--- config.mk ---
export PLATFORM = sky130hd
export DESIGN_NAME = heartbeat_timeout_monitor_core
export DESIGN_NICKNAME = d
export VERILOG_FILES = /design/src/rtl/hbtm_pkg.sv /design/src/rtl/hbtm_div.sv /design/src/rtl/hbtm_dp.sv /design/src/rtl/hbtm_ctrl.sv /design/src/rtl/heartbeat_timeout_monitor_core.sv
export SDC_FILE = /design/constraint.sdc
export NUM_CORES = 2
export LEC_CHECK = 0
export BUFFER_PORTS_ARGS = -buffer_cell sky130_fd_sc_hd__buf_2
export CAP_MARGIN = 5
export CORE_MARGIN = 4
export CORE_UTILIZATION = 56
export CTS_CLUSTER_SIZE = 14
export DETAILED_ROUTE_END_ITERATION = 10
export PLACE_DENSITY = 0.79
export RECOVER_POWER = 25
export SYNTH_ARGS = -nofsm -noshare
export SYNTH_HDL_FRONTEND = slang
export SYNTH_SLANG_ARGS = --single-unit
--- constraint.sdc ---
create_clock -name clk_i -period 10.2 [get_ports clk_i]
set_clock_uncertainty 0.1 [all_clocks]
set_input_delay 1.02 -clock clk_i [delete_from_list [all_inputs] [get_ports clk_i]]
set_output_delay 1.02 -clock clk_i [all_outputs]
set_load 0.01 [all_outputs]
--- src/rtl/hbtm_pkg.sv ---
// hbtm_pkg: shared types and constants of the heartbeat timeout monitor
`default_nettype none

package hbtm_pkg;

  // default sizing
  localparam int unsigned ChannelsDef   = 8;
  localparam int unsigned CreditBitsDef = 4;

  // field widths
  localparam int unsigned ChanW   = 3;
  localparam int unsigned TimeW   = 32;
  localparam int unsigned StatusW = 8;
  localparam int unsigned AuxW    = 32;
  localparam int unsigned FrameW  = 16;
  localparam int unsigned WinW    = 16;
  localparam int unsigned MaskW   = 8;
  localparam int unsigned CfgW    = 32;
  localparam int unsigned CfgIdxW = 2;

  // register reset values
  localparam logic [CfgW-1:0]  LimitsRst = 32'h0664_2222;
  localparam logic [MaskW-1:0] MaskRst   = 8'd0;
  localparam logic [WinW-1:0]  WindowRst = 16'd999;

  // rounding divider: (2*elapsed + n) / (2*n)
  localparam int unsigned DivNumW  = TimeW + 2;
  localparam int unsigned DivDenW  = FrameW + 1;
  localparam int unsigned DivSteps = DivNumW;
  localparam int unsigned DivCntW  = $clog2(DivSteps + 1);

  // register indexes
  typedef enum logic [CfgIdxW-1:0] {
    REG_CREDIT_LIMITS = 2'd0,
    REG_AVERAGE_MASK  = 2'd1,
    REG_WINDOW_MS     = 2'd2
  } reg_idx_e;

  // operation codes
  typedef enum logic {
    OP_FEED = 1'b0,
    OP_POLL = 1'b1
  } op_e;

  // controller states
  typedef enum logic [1:0] {
    ST_IDLE,
    ST_EXEC,
    ST_DIV
  } ctrl_state_e;

  // controller to datapath
  typedef struct packed {
    logic load;
    logic exec_feed;
    logic exec_poll;
    logic div_start;
    logic div_write;
  } dp_cmd_t;

  // datapath to controller
  typedef struct packed {
    logic ch_valid;
    logic is_poll;
    logic need_div;
    logic div_done;
  } dp_sts_t;

endpackage

`default_nettype wire

--- src/rtl/hbtm_div.sv ---
// hbtm_div: radix-2 restoring divider for the averaged interval
`default_nettype none

module hbtm_div (
  input  wire logic                         clk_i,
  input  wire logic                         rst_ni,
  input  wire logic                         start_i,
  input  wire logic [hbtm_pkg::DivNumW-1:0] dividend_i,
  input  wire logic [hbtm_pkg::DivDenW-1:0] divisor_i,
  output logic                              done_o,
  output logic [hbtm_pkg::TimeW-1:0]        quotient_o
);

  localparam int unsigned NW = hbtm_pkg::DivNumW;
  localparam int unsigned DW = hbtm_pkg::DivDenW;
  localparam int unsigned CW = hbtm_pkg::DivCntW;

  logic [NW-1:0] quo_q, quo_d;
  logic [DW-1:0] rem_q, rem_d;
  logic [DW-1:0] den_q;
  logic [CW-1:0] cnt_q, cnt_d;
  logic          done_q, done_d;
  logic [DW:0]   rem_sh;
  logic [DW+1:0] diff;

  // one quotient bit per cycle
  always_comb begin
    rem_sh = {rem_q, quo_q[NW-1]};
    diff   = {1'b0, rem_sh} - {2'b00, den_q};
    quo_d  = quo_q;
    rem_d  = rem_q;
    cnt_d  = cnt_q;
    done_d = 1'b0;
    if (start_i) begin
      quo_d = dividend_i;
      rem_d = '0;
      cnt_d = CW'(hbtm_pkg::DivSteps);
    end else if (cnt_q != '0) begin
      if (!diff[DW+1]) begin
        rem_d = diff[DW-1:0];
        quo_d = {quo_q[NW-2:0], 1'b1};
      end else begin
        rem_d = rem_sh[DW-1:0];
        quo_d = {quo_q[NW-2:0], 1'b0};
      end
      cnt_d = cnt_q - 1'b1;
      done_d = (cnt_q == CW'(1));
    end
  end

  // iteration control
  always_ff @(posedge clk_i or negedge rst_ni) begin
    if (!rst_ni) begin
      cnt_q  <= '0;
      done_q <= 1'b0;
    end else begin
      cnt_q  <= cnt_d;
      done_q <= done_d;
    end
  end

  // working registers
  always_ff @(posedge clk_i) begin
    quo_q <= quo_d;
    rem_q <= rem_d;
    if (start_i) begin
      den_q <= divisor_i;
    end
  end

  assign done_o     = done_q;
  assign quotient_o = quo_q[hbtm_pkg::TimeW-1:0];

endmodule

`default_nettype wire

--- src/rtl/hbtm_dp.sv ---
// hbtm_dp: configuration, channel records, divider and result registers
`default_nettype none

module hbtm_dp #(
  parameter int unsigned CHANNELS    = hbtm_pkg::ChannelsDef,
  parameter int unsigned CREDIT_BITS = hbtm_pkg::CreditBitsDef
) (
  input  wire logic                                clk_i,
  input  wire logic                                rst_ni,
  input  wire hbtm_pkg::dp_cmd_t                   cmd_i,
  output hbtm_pkg::dp_sts_t                        sts_o,
  input  wire logic                                cfg_we_i,
  input  wire logic [hbtm_pkg::CfgIdxW-1:0]        cfg_index_i,
  input  wire logic [hbtm_pkg::CfgW-1:0]           cfg_wdata_i,
  input  wire logic                                operation_i,
  input  wire logic [hbtm_pkg::ChanW-1:0]          channel_i,
  input  wire logic [hbtm_pkg::TimeW-1:0]          time_now_ms_i,
  input  wire logic [hbtm_pkg::StatusW-1:0]        status_code_i,
  input  wire logic signed [hbtm_pkg::AuxW-1:0]    aux_a_i,
  input  wire logic signed [hbtm_pkg::AuxW-1:0]    aux_b_i,
  input  wire logic signed [hbtm_pkg::AuxW-1:0]    aux_c_i,
  output logic                                     result_valid_o,
  output logic [hbtm_pkg::ChanW-1:0]               out_channel_o,
  output logic [hbtm_pkg::StatusW-1:0]             out_status_o,
  output logic [hbtm_pkg::TimeW-1:0]               interval_ms_o,
  output logic signed [hbtm_pkg::AuxW-1:0]         out_aux_a_o,
  output logic signed [hbtm_pkg::AuxW-1:0]         out_aux_b_o,
  output logic signed [hbtm_pkg::AuxW-1:0]         out_aux_c_o,
  output logic                                     timed_out_o
);

  localparam int unsigned CH_W = (CHANNELS > 1) ? $clog2(CHANNELS) : 1;
  localparam int unsigned TW   = hbtm_pkg::TimeW;
  localparam int unsigned FW   = hbtm_pkg::FrameW;
  localparam int unsigned AW   = hbtm_pkg::AuxW;

  // configuration registers
  logic [hbtm_pkg::CfgW-1:0]  limits_q;
  logic [hbtm_pkg::MaskW-1:0] mask_q;
  logic [hbtm_pkg::WinW-1:0]  window_q;

  // latched input word
  logic                         op_q;
  logic [hbtm_pkg::ChanW-1:0]   ch_q;
  logic [TW-1:0]                now_q;
  logic [hbtm_pkg::StatusW-1:0] status_q;
  logic signed [AW-1:0]         aux_a_q, aux_b_q, aux_c_q;

  // channel records
  logic [CREDIT_BITS-1:0]       credit_q   [CHANNELS];
  logic [TW-1:0]                last_q     [CHANNELS];
  logic [FW-1:0]                frames_q   [CHANNELS];
  logic [hbtm_pkg::StatusW-1:0] stat_q     [CHANNELS];
  logic [TW-1:0]                interval_q [CHANNELS];
  logic signed [AW-1:0]         rec_a_q    [CHANNELS];
  logic signed [AW-1:0]         rec_b_q    [CHANNELS];
  logic signed [AW-1:0]         rec_c_q    [CHANNELS];

  logic [CH_W-1:0]              ch_idx;
  logic [TW-1:0]                elapsed;
  logic [FW-1:0]                frames_cur, frames_inc;
  logic                         avg_mode;
  logic                         need_div;
  logic [31:0]                  lim_sh;
  logic [CREDIT_BITS-1:0]       limit;
  logic [CREDIT_BITS-1:0]       credit_dec;
  logic [hbtm_pkg::DivNumW-1:0] dividend;
  logic [hbtm_pkg::DivDenW-1:0] divisor;
  logic                         div_done;
  logic [TW-1:0]                quotient;

  // configuration writes
  always_ff @(posedge clk_i or negedge rst_ni) begin
    if (!rst_ni) begin
      limits_q <= hbtm_pkg::LimitsRst;
      mask_q   <= hbtm_pkg::MaskRst;
      window_q <= hbtm_pkg::WindowRst;
    end else if (cfg_we_i) begin
      case (cfg_index_i)
        hbtm_pkg::REG_CREDIT_LIMITS: limits_q <= cfg_wdata_i;
        hbtm_pkg::REG_AVERAGE_MASK:  mask_q   <= cfg_wdata_i[hbtm_pkg::MaskW-1:0];
        hbtm_pkg::REG_WINDOW_MS:     window_q <= cfg_wdata_i[hbtm_pkg::WinW-1:0];
        default: ;
      endcase
    end
  end

  // input word capture
  always_ff @(posedge clk_i) begin
    if (cmd_i.load) begin
      op_q     <= operation_i;
      ch_q     <= channel_i;
      now_q    <= time_now_ms_i;
      status_q <= status_code_i;
      aux_a_q  <= aux_a_i;
      aux_b_q  <= aux_b_i;
      aux_c_q  <= aux_c_i;
    end
  end

  // per-item arithmetic on the addressed record
  always_comb begin
    ch_idx     = CH_W'(ch_q);
    elapsed    = now_q - last_q[ch_idx];
    frames_cur = frames_q[ch_idx];
    frames_inc = (frames_cur == {FW{1'b1}}) ? frames_cur : frames_cur + 1'b1;
    avg_mode   = mask_q[ch_q];
    need_div   = avg_mode && (elapsed > TW'(window_q));
    lim_sh     = 32'(ch_q) * 32'(CREDIT_BITS);
    limit      = (lim_sh >= 32'd32) ? '0 : CREDIT_BITS'(limits_q >> lim_sh);
    credit_dec = (credit_q[ch_idx] == '0) ? '0 : credit_q[ch_idx] - 1'b1;
    dividend   = {1'b0, elapsed, 1'b0} + hbtm_pkg::DivNumW'(frames_inc);
    divisor    = {frames_inc, 1'b0};
  end

  assign sts_o.ch_valid = (32'(ch_q) < 32'(CHANNELS));
  assign sts_o.is_poll  = (op_q == hbtm_pkg::OP_POLL);
  assign sts_o.need_div = need_div;
  assign sts_o.div_done = div_done;

  // divider for the window average
  hbtm_div u_div (
    .clk_i      (clk_i),
    .rst_ni     (rst_ni),
    .start_i    (cmd_i.div_start),
    .dividend_i (dividend),
    .divisor_i  (divisor),
    .done_o     (div_done),
    .quotient_o (quotient)
  );

  // record updates
  always_ff @(posedge clk_i or negedge rst_ni) begin
    if (!rst_ni) begin
      for (int i = 0; i < CHANNELS; i++) begin
        credit_q[i]   <= '0;
        last_q[i]     <= '0;
        frames_q[i]   <= '0;
        stat_q[i]     <= '0;
        interval_q[i] <= '0;
        rec_a_q[i]    <= '0;
        rec_b_q[i]    <= '0;
        rec_c_q[i]    <= '0;
      end
    end else begin
      if (cmd_i.exec_feed) begin
        stat_q[ch_idx]   <= status_q;
        rec_a_q[ch_idx]  <= aux_a_q;
        rec_b_q[ch_idx]  <= aux_b_q;
        rec_c_q[ch_idx]  <= aux_c_q;
        credit_q[ch_idx] <= limit;
        if (!avg_mode) begin
          interval_q[ch_idx] <= elapsed;
          last_q[ch_idx]     <= now_q;
        end else if (need_div) begin
          last_q[ch_idx]   <= now_q;
          frames_q[ch_idx] <= '0;
        end else begin
          frames_q[ch_idx] <= frames_inc;
        end
      end
      if (cmd_i.exec_poll) begin
        credit_q[ch_idx] <= credit_dec;
      end
      if (cmd_i.div_write) begin
        interval_q[ch_idx] <= quotient;
      end
    end
  end

  // result strobe
  always_ff @(posedge clk_i or negedge rst_ni) begin
    if (!rst_ni) begin
      result_valid_o <= 1'b0;
    end else begin
      result_valid_o <= cmd_i.exec_poll;
    end
  end

  // result word
  always_ff @(posedge clk_i) begin
    if (cmd_i.exec_poll) begin
      out_channel_o <= ch_q;
      out_status_o  <= stat_q[ch_idx];
      interval_ms_o <= interval_q[ch_idx];
      out_aux_a_o   <= rec_a_q[ch_idx];
      out_aux_b_o   <= rec_b_q[ch_idx];
      out_aux_c_o   <= rec_c_q[ch_idx];
      timed_out_o   <= (credit_dec == '0);
    end
  end

endmodule

`default_nettype wire

--- src/rtl/hbtm_ctrl.sv ---
// hbtm_ctrl: item sequencing state machine
`default_nettype none

module hbtm_ctrl (
  input  wire logic              clk_i,
  input  wire logic              rst_ni,
  input  wire logic              start_i,
  output logic                   busy_o,
  input  wire hbtm_pkg::dp_sts_t sts_i,
  output hbtm_pkg::dp_cmd_t      cmd_o
);

  hbtm_pkg::ctrl_state_e state_q, state_d;

  // state register
  always_ff @(posedge clk_i or negedge rst_ni) begin
    if (!rst_ni) begin
      state_q <= hbtm_pkg::ST_IDLE;
    end else begin
      state_q <= state_d;
    end
  end

  // next state and commands
  always_comb begin
    state_d = state_q;
    cmd_o   = '0;
    busy_o  = 1'b1;
    case (state_q)
      hbtm_pkg::ST_IDLE: begin
        busy_o = 1'b0;
        if (start_i) begin
          cmd_o.load = 1'b1;
          state_d    = hbtm_pkg::ST_EXEC;
        end
      end
      hbtm_pkg::ST_EXEC: begin
        state_d = hbtm_pkg::ST_IDLE;
        if (sts_i.ch_valid) begin
          if (sts_i.is_poll) begin
            cmd_o.exec_poll = 1'b1;
          end else begin
            cmd_o.exec_feed = 1'b1;
            if (sts_i.need_div) begin
              cmd_o.div_start = 1'b1;
              state_d         = hbtm_pkg::ST_DIV;
            end
          end
        end
      end
      hbtm_pkg::ST_DIV: begin
        if (sts_i.div_done) begin
          cmd_o.div_write = 1'b1;
          state_d         = hbtm_pkg::ST_IDLE;
        end
      end
      default: begin
        state_d = hbtm_pkg::ST_IDLE;
      end
    endcase
  end

endmodule

`default_nettype wire

--- src/rtl/heartbeat_timeout_monitor_core.sv ---
// heartbeat_timeout_monitor_core: top level of the heartbeat timeout monitor
//
//   channel   direction  handshake                 payload
//   command   in         start / busy              operation, channel, time, status, aux a..c
//   result    out        result_valid_o (strobe)   channel, status, interval, aux a..c, timeout
//   config    in         cfg_we_i                  cfg_index_i, cfg_wdata_i
//
// A poll or a plain feed passes through the EXEC state and returns to idle for the next word.
// A feed that closes an averaging window also runs the radix-2 divider in the DIV
// state, one quotient bit per cycle over 34 bits, then writes the quotient back.
// The poll result appears in the cycle after the item is processed, for one cycle.
// Reset clears all channel records; the block is ready right after reset.
// The receiver cannot stall results.
`default_nettype none

module heartbeat_timeout_monitor_core #(
  parameter int unsigned CHANNELS    = hbtm_pkg::ChannelsDef,
  parameter int unsigned CREDIT_BITS = hbtm_pkg::CreditBitsDef
) (
  input  wire logic                             clk_i,
  input  wire logic                             rst_ni,
  input  wire logic                             start,
  output logic                                  busy,
  input  wire logic                             cfg_we_i,
  input  wire logic [hbtm_pkg::CfgIdxW-1:0]     cfg_index_i,
  input  wire logic [hbtm_pkg::CfgW-1:0]        cfg_wdata_i,
  input  wire logic                             operation_i,
  input  wire logic [hbtm_pkg::ChanW-1:0]       channel_i,
  input  wire logic [hbtm_pkg::TimeW-1:0]       time_now_ms_i,
  input  wire logic [hbtm_pkg::StatusW-1:0]     status_code_i,
  input  wire logic signed [hbtm_pkg::AuxW-1:0] aux_a_i,
  input  wire logic signed [hbtm_pkg::AuxW-1:0] aux_b_i,
  input  wire logic signed [hbtm_pkg::AuxW-1:0] aux_c_i,
  output logic                                  result_valid_o,
  output logic [hbtm_pkg::ChanW-1:0]            out_channel_o,
  output logic [hbtm_pkg::StatusW-1:0]          out_status_o,
  output logic [hbtm_pkg::TimeW-1:0]            interval_ms_o,
  output logic signed [hbtm_pkg::AuxW-1:0]      out_aux_a_o,
  output logic signed [hbtm_pkg::AuxW-1:0]      out_aux_b_o,
  output logic signed [hbtm_pkg::AuxW-1:0]      out_aux_c_o,
  output logic                                  timed_out_o
);

  hbtm_pkg::dp_cmd_t cmd;
  hbtm_pkg::dp_sts_t sts;

  // sequencing
  hbtm_ctrl u_ctrl (
    .clk_i   (clk_i),
    .rst_ni  (rst_ni),
    .start_i (start),
    .busy_o  (busy),
    .sts_i   (sts),
    .cmd_o   (cmd)
  );

  // records and arithmetic
  hbtm_dp #(
    .CHANNELS    (CHANNELS),
    .CREDIT_BITS (CREDIT_BITS)
  ) u_dp (
    .clk_i          (clk_i),
    .rst_ni         (rst_ni),
    .cmd_i          (cmd),
    .sts_o          (sts),
    .cfg_we_i       (cfg_we_i),
    .cfg_index_i    (cfg_index_i),
    .cfg_wdata_i    (cfg_wdata_i),
    .operation_i    (operation_i),
    .channel_i      (channel_i),
    .time_now_ms_i  (time_now_ms_i),
    .status_code_i  (status_code_i),
    .aux_a_i        (aux_a_i),
    .aux_b_i        (aux_b_i),
    .aux_c_i        (aux_c_i),
    .result_valid_o (result_valid_o),
    .out_channel_o  (out_channel_o),
    .out_status_o   (out_status_o),
    .interval_ms_o  (interval_ms_o),
    .out_aux_a_o    (out_aux_a_o),
    .out_aux_b_o    (out_aux_b_o),
    .out_aux_c_o    (out_aux_c_o),
    .timed_out_o    (timed_out_o)
  );

endmodule

`default_nettype wire
==> results by group <==
Setup path
  – Slowest-stage cell, CP: clkbuf_1
  – CP startpoint kind: flip-flop
  – CP cell instances: clkbuf_1 > and2_0 > a221o_1 > a21oi_1 > or4_1 > nor4_2 > and3_1 > or2_1 > xor2_1 > ha_1 > o21ai_0 > o21ai_0 > a2111oi_0 > nor3_1 > a41o_1 > a31oi_1 > nand2b_1 > nor4_2 > nor3b_1 > xnor2_1 > mux2_4
  – Critical path arrival: between 9 and 10 ns
  – Crit Path Class: reg2reg
  – CP max stage delay: ~1.7 ns
  – Setup crit end kind: flip-flop
  – Req. time, crit path: 10.71 ns
  – Crit path max fanout: 40

Placed design
  – RD Place Congestion: 0.925
  – DPL Wire Length: 153000 um
  – Port Buffer Count: 319

Clocking
  – Postcts setup bufs: 0
  – CTS tree: built
  – CTS Buf Count: 190
  – Reg clk slew, reported paths: ~0.060 ns
  – PostCTS Resize Cnt: 0
  – # clock sinks: about 1.9k
  – Hold buffers post-CTS: 0
  – H-tree depth: 4
  – CTS Root Buffer Type: clkbuf_16
  – Clock Latency Late Sink: between 0.8 and 0.9 ns
  – Maximum root-to-sink buffer count: 3

Floorplan
  – I/O pin cnt: 320
  – Die Width: about 400 um
  – Core Area: roughly 150000 sq um
  – Initial core utilization: a little under three fifths
  – Rows: between 100 and 150
  – Full die area: between 150000 and 200000 sq um
  – Die Y: around 400 um

Yosys
  – Netlist Area Pre-Place: around 86000 sq um
  – Post-synth top cells: nand2_1 (2990), dfrtp_1 (1553), a22oi_1 (673)
  – Synth top area cells: dfrtp_1 (45%), nand2_1 (13%), edfxtp_1 (12%)
  – Cells after Synth: roughly 8.5k
  – Synth top area share: between 40% and 50%
  – Asr flop ratio synth: 81.9%
  – Mapped Nets: between 8k and 9k
  – Sequential fraction of the synthesis area: 57.7%
  – Largest area contributor in the netlist: dfrtp_1
  – Syn_area_per_cell: just over 10 sq um
  – Top FF cell, synth: dfrtp_1
  – Count leader, synth: nand2_1
  – Post-synth cell types: between 100 and 150
  – Post-synth EDFFs: 330
  – FF+latch count, synth: between 1.5k and 2k
  – Yosys warns: 0

Drt
  – Via count: approximately 68k
  – Routed Antenna Nets: 0
  – DR WL/cell: 25.3 um
  – Vias/cell: 6.42
  – Post-route DRC: 0
  – Wirelength, routed: 269000 um
  – First DRT Iteration DRCs: between 9k and 10k
  – 1st-pass router iterations: 8

STA
  – Worst-margin pin slew: just under 8 ns
  – Minimum clock period: between 9 and 10 ns
  – Slew Limit Fails: approximately 350
  – Endpoints failing hold: 0
  – Final setup TNS: 0 ns
  – Peak Freq: 107 MHz
  – Final Cycle Share: 92.0%
  – RSZ-0062 raised after global routing: false
  – Rel. slew slack: -429%
  – Setup violations, final: 0

Power and ir drop
  – Final Power: between 20 and 30 mW
  – Register share of total power: between 40% and 50%
  – Psw: 10.2 mW
  – Peak supply drop: approximately 0.00018 V
  – Clock power share: roughly a quarter
  – Cell internal pwr: approximately 18 mW
  – Pwr Density: between 200 and 300 nW/um^2
  – Switching share of power: between 30% and 40%
  – Leak: around 43 nW
  – Combinational Power Share: 28.9%

Layout
  – Register Area: 49600 sq um
  – Post-layout util: ~62%
  – # fillers: around 12k
  – Multi-input gate area: between 30000 and 40000 sq um
  – Layout Nets: a little under 9k
  – Area growth syn-to-layout: 9.94%
  – Layout cells sized above 1: a little over an eighth

GRT
  – Initial antenna violation count: 14
  – First-pass GRT wire length: ~410000 um
  – Vias in the first global route: slightly below 70k
  – Total GRT Usage: between 30% and 40%
  – Largest net degree at the start of global routing: 197
  – Grt ovf: 0

Run
  – # Max-Cap Violations: 5

Run status
  – Failing checks: max-capacitance violations, max-slew violations
  – Status: finished with violations

Min path
  – Worst Hold Class: in2reg
-- cell usage in the layout (no fill, tap or decap), types with 22 or more instances in the layout --
cell,count
a221oi_1,22
buf_2,273
nor3_1,54
mux2_4,119
buf_4,102
xnor2_1,47
a21o_1,31
a21oi_1,184
mux2i_1,201
o21ai_0,439
mux2_2,239
nor2_4,29
clkbuf_16,191
clkinv_2,23
clkbuf_8,35
inv_1,69
nand4_1,150
edfxtp_1,330
xor2_1,24
nand2_1,2982
and4_1,27
nand3_1,38
nor2_1,175
a22oi_1,673
dfrtp_1,1553
ha_1,81
clkbuf_1,118
-- routing by layer --
| metal | wire [um] | share of wire, % | vias up | global-route usage [%] |
|---|---|---|---|---|
| li1 | - | - | 28900 | - |
| met1 | 99000 | 37 | 33500 | 43.1 |
| met2 | 122000 | 45 | 4633 | 51.2 |
| met3 | 30700 | 11 | 1081 | 8.51 |
| met4 | 17400 | 6.5 | 14 | 19.7 |
| met5 | 102 | 0.038 | - | 0 |
-- path summary, 6_finish.rpt --
kind | start | to | slack (ns) | depth (start not counted)
setup / recovery | u_dp.ch_idx[2]$_DFFE_PP_ | u_dp.u_div.quo_q[32]$_DFFE_PP_ | 0.82 | 21
hold / removal | aux_a_i[25] | u_dp.aux_a_q[25]$_DFFE_PP_ | 0.22 | 1
setup reg to reg | u_dp.ch_idx[2]$_DFFE_PP_ | u_dp.u_div.quo_q[32]$_DFFE_PP_ | 0.82 | 21
hold reg to reg | u_dp.rec_c_q[19]$_DFFE_PN0P_ | u_dp.rec_c_q[19]$_DFFE_PN0P_ | 0.37 | 2
max in group asynchronous | rst_ni | u_dp.rec_a_q[50]$_DFFE_PN0P_ | 1.89 | 2
min in group asynchronous | rst_ni | u_dp.rec_a_q[254]$_DFFE_PN0P_ | 3.34 | 1
-- layout make-up --
type / instances / share of cell area [%]
Antenna cell: 7 / 0.0186
Clock buffer: 296 / 5.85
Clock inverter: 57 / 0.764
Inverter: 71 / 0.290
Multi-Input combinational cell: 5812 / 35.2
Sequential cell: 1917 / 52.5
Tap cell: 2030 / 2.69
Timing Repair Buffer: 432 / 2.62
-- power groups by stage --
| stage | logic [mW] | registers, mW | clock network (mW) |
|---|---|---|---|
| 5_1_grt | 8.92 | 13.2 | 7.36 |
| 6_report | 8.14 | 13.0 | 7.01 |
| 3_3_place_gp | 7.57 | 12.8 | 0 |
| 4_1_cts | 7.99 | 12.9 | 7.04 |
| 2_1_floorplan | 5.80 | 12.2 | 0 |
| 3_5_place_dp | 7.92 | 12.9 | 0 |
-- worst max-delay path: cells and delay by family, from the launching register on --
family / cells / cell delay [ns]
compound gates: 7 / 1.52
fa+ha+maj: 1 / 0.31
xor+xnor: 2 / 0.41
flops: 1 / 0.82
buf+inv: 1 / 1.73
mux: 1 / 0.25
simple gates: 9 / 3.92
-- cells by family after synthesis --
family | after synthesis | synth area share, %
AND/OR/NAND/NOR | 3579 | 16.9
flip-flops | 1917 | 57.7
AO/OA/AOI/OAI | 1506 | 11.6
buffers and inverters | 741 | 3.90
multiplexers | 572 | 7.89
adder cells (fa/ha/maj) | 84 | 1.25
XOR/XNOR | 71 | 0.725
-- registers in the layout, summed over array words and instances (netlist names), 34 cells and up --
signal / flops
u_dp.u_div.quo_q: 34
u_dp.rec_c_q: 256
u_dp.interval_q: 256
u_dp.last_q: 256
u_dp.frames_q: 128
u_dp.rec_a_q: 256
u_dp.stat_q: 64
u_dp.rec_b_q: 256
-- stage by stage --
stage	cells	hold slack [ns]	area (sq um)	setup slack, ns
CTS	10600	0.140	94400	1.20
global placement	10300	0.355	88200	1.57
finish	10600	0.219	94400	0.816
global route	10600	0.201	94300	0.427
floorplan	8470	0.321	85800	1.35
detailed placement	10300	0.360	88200	1.32
(Power assumes the default switching activity.)
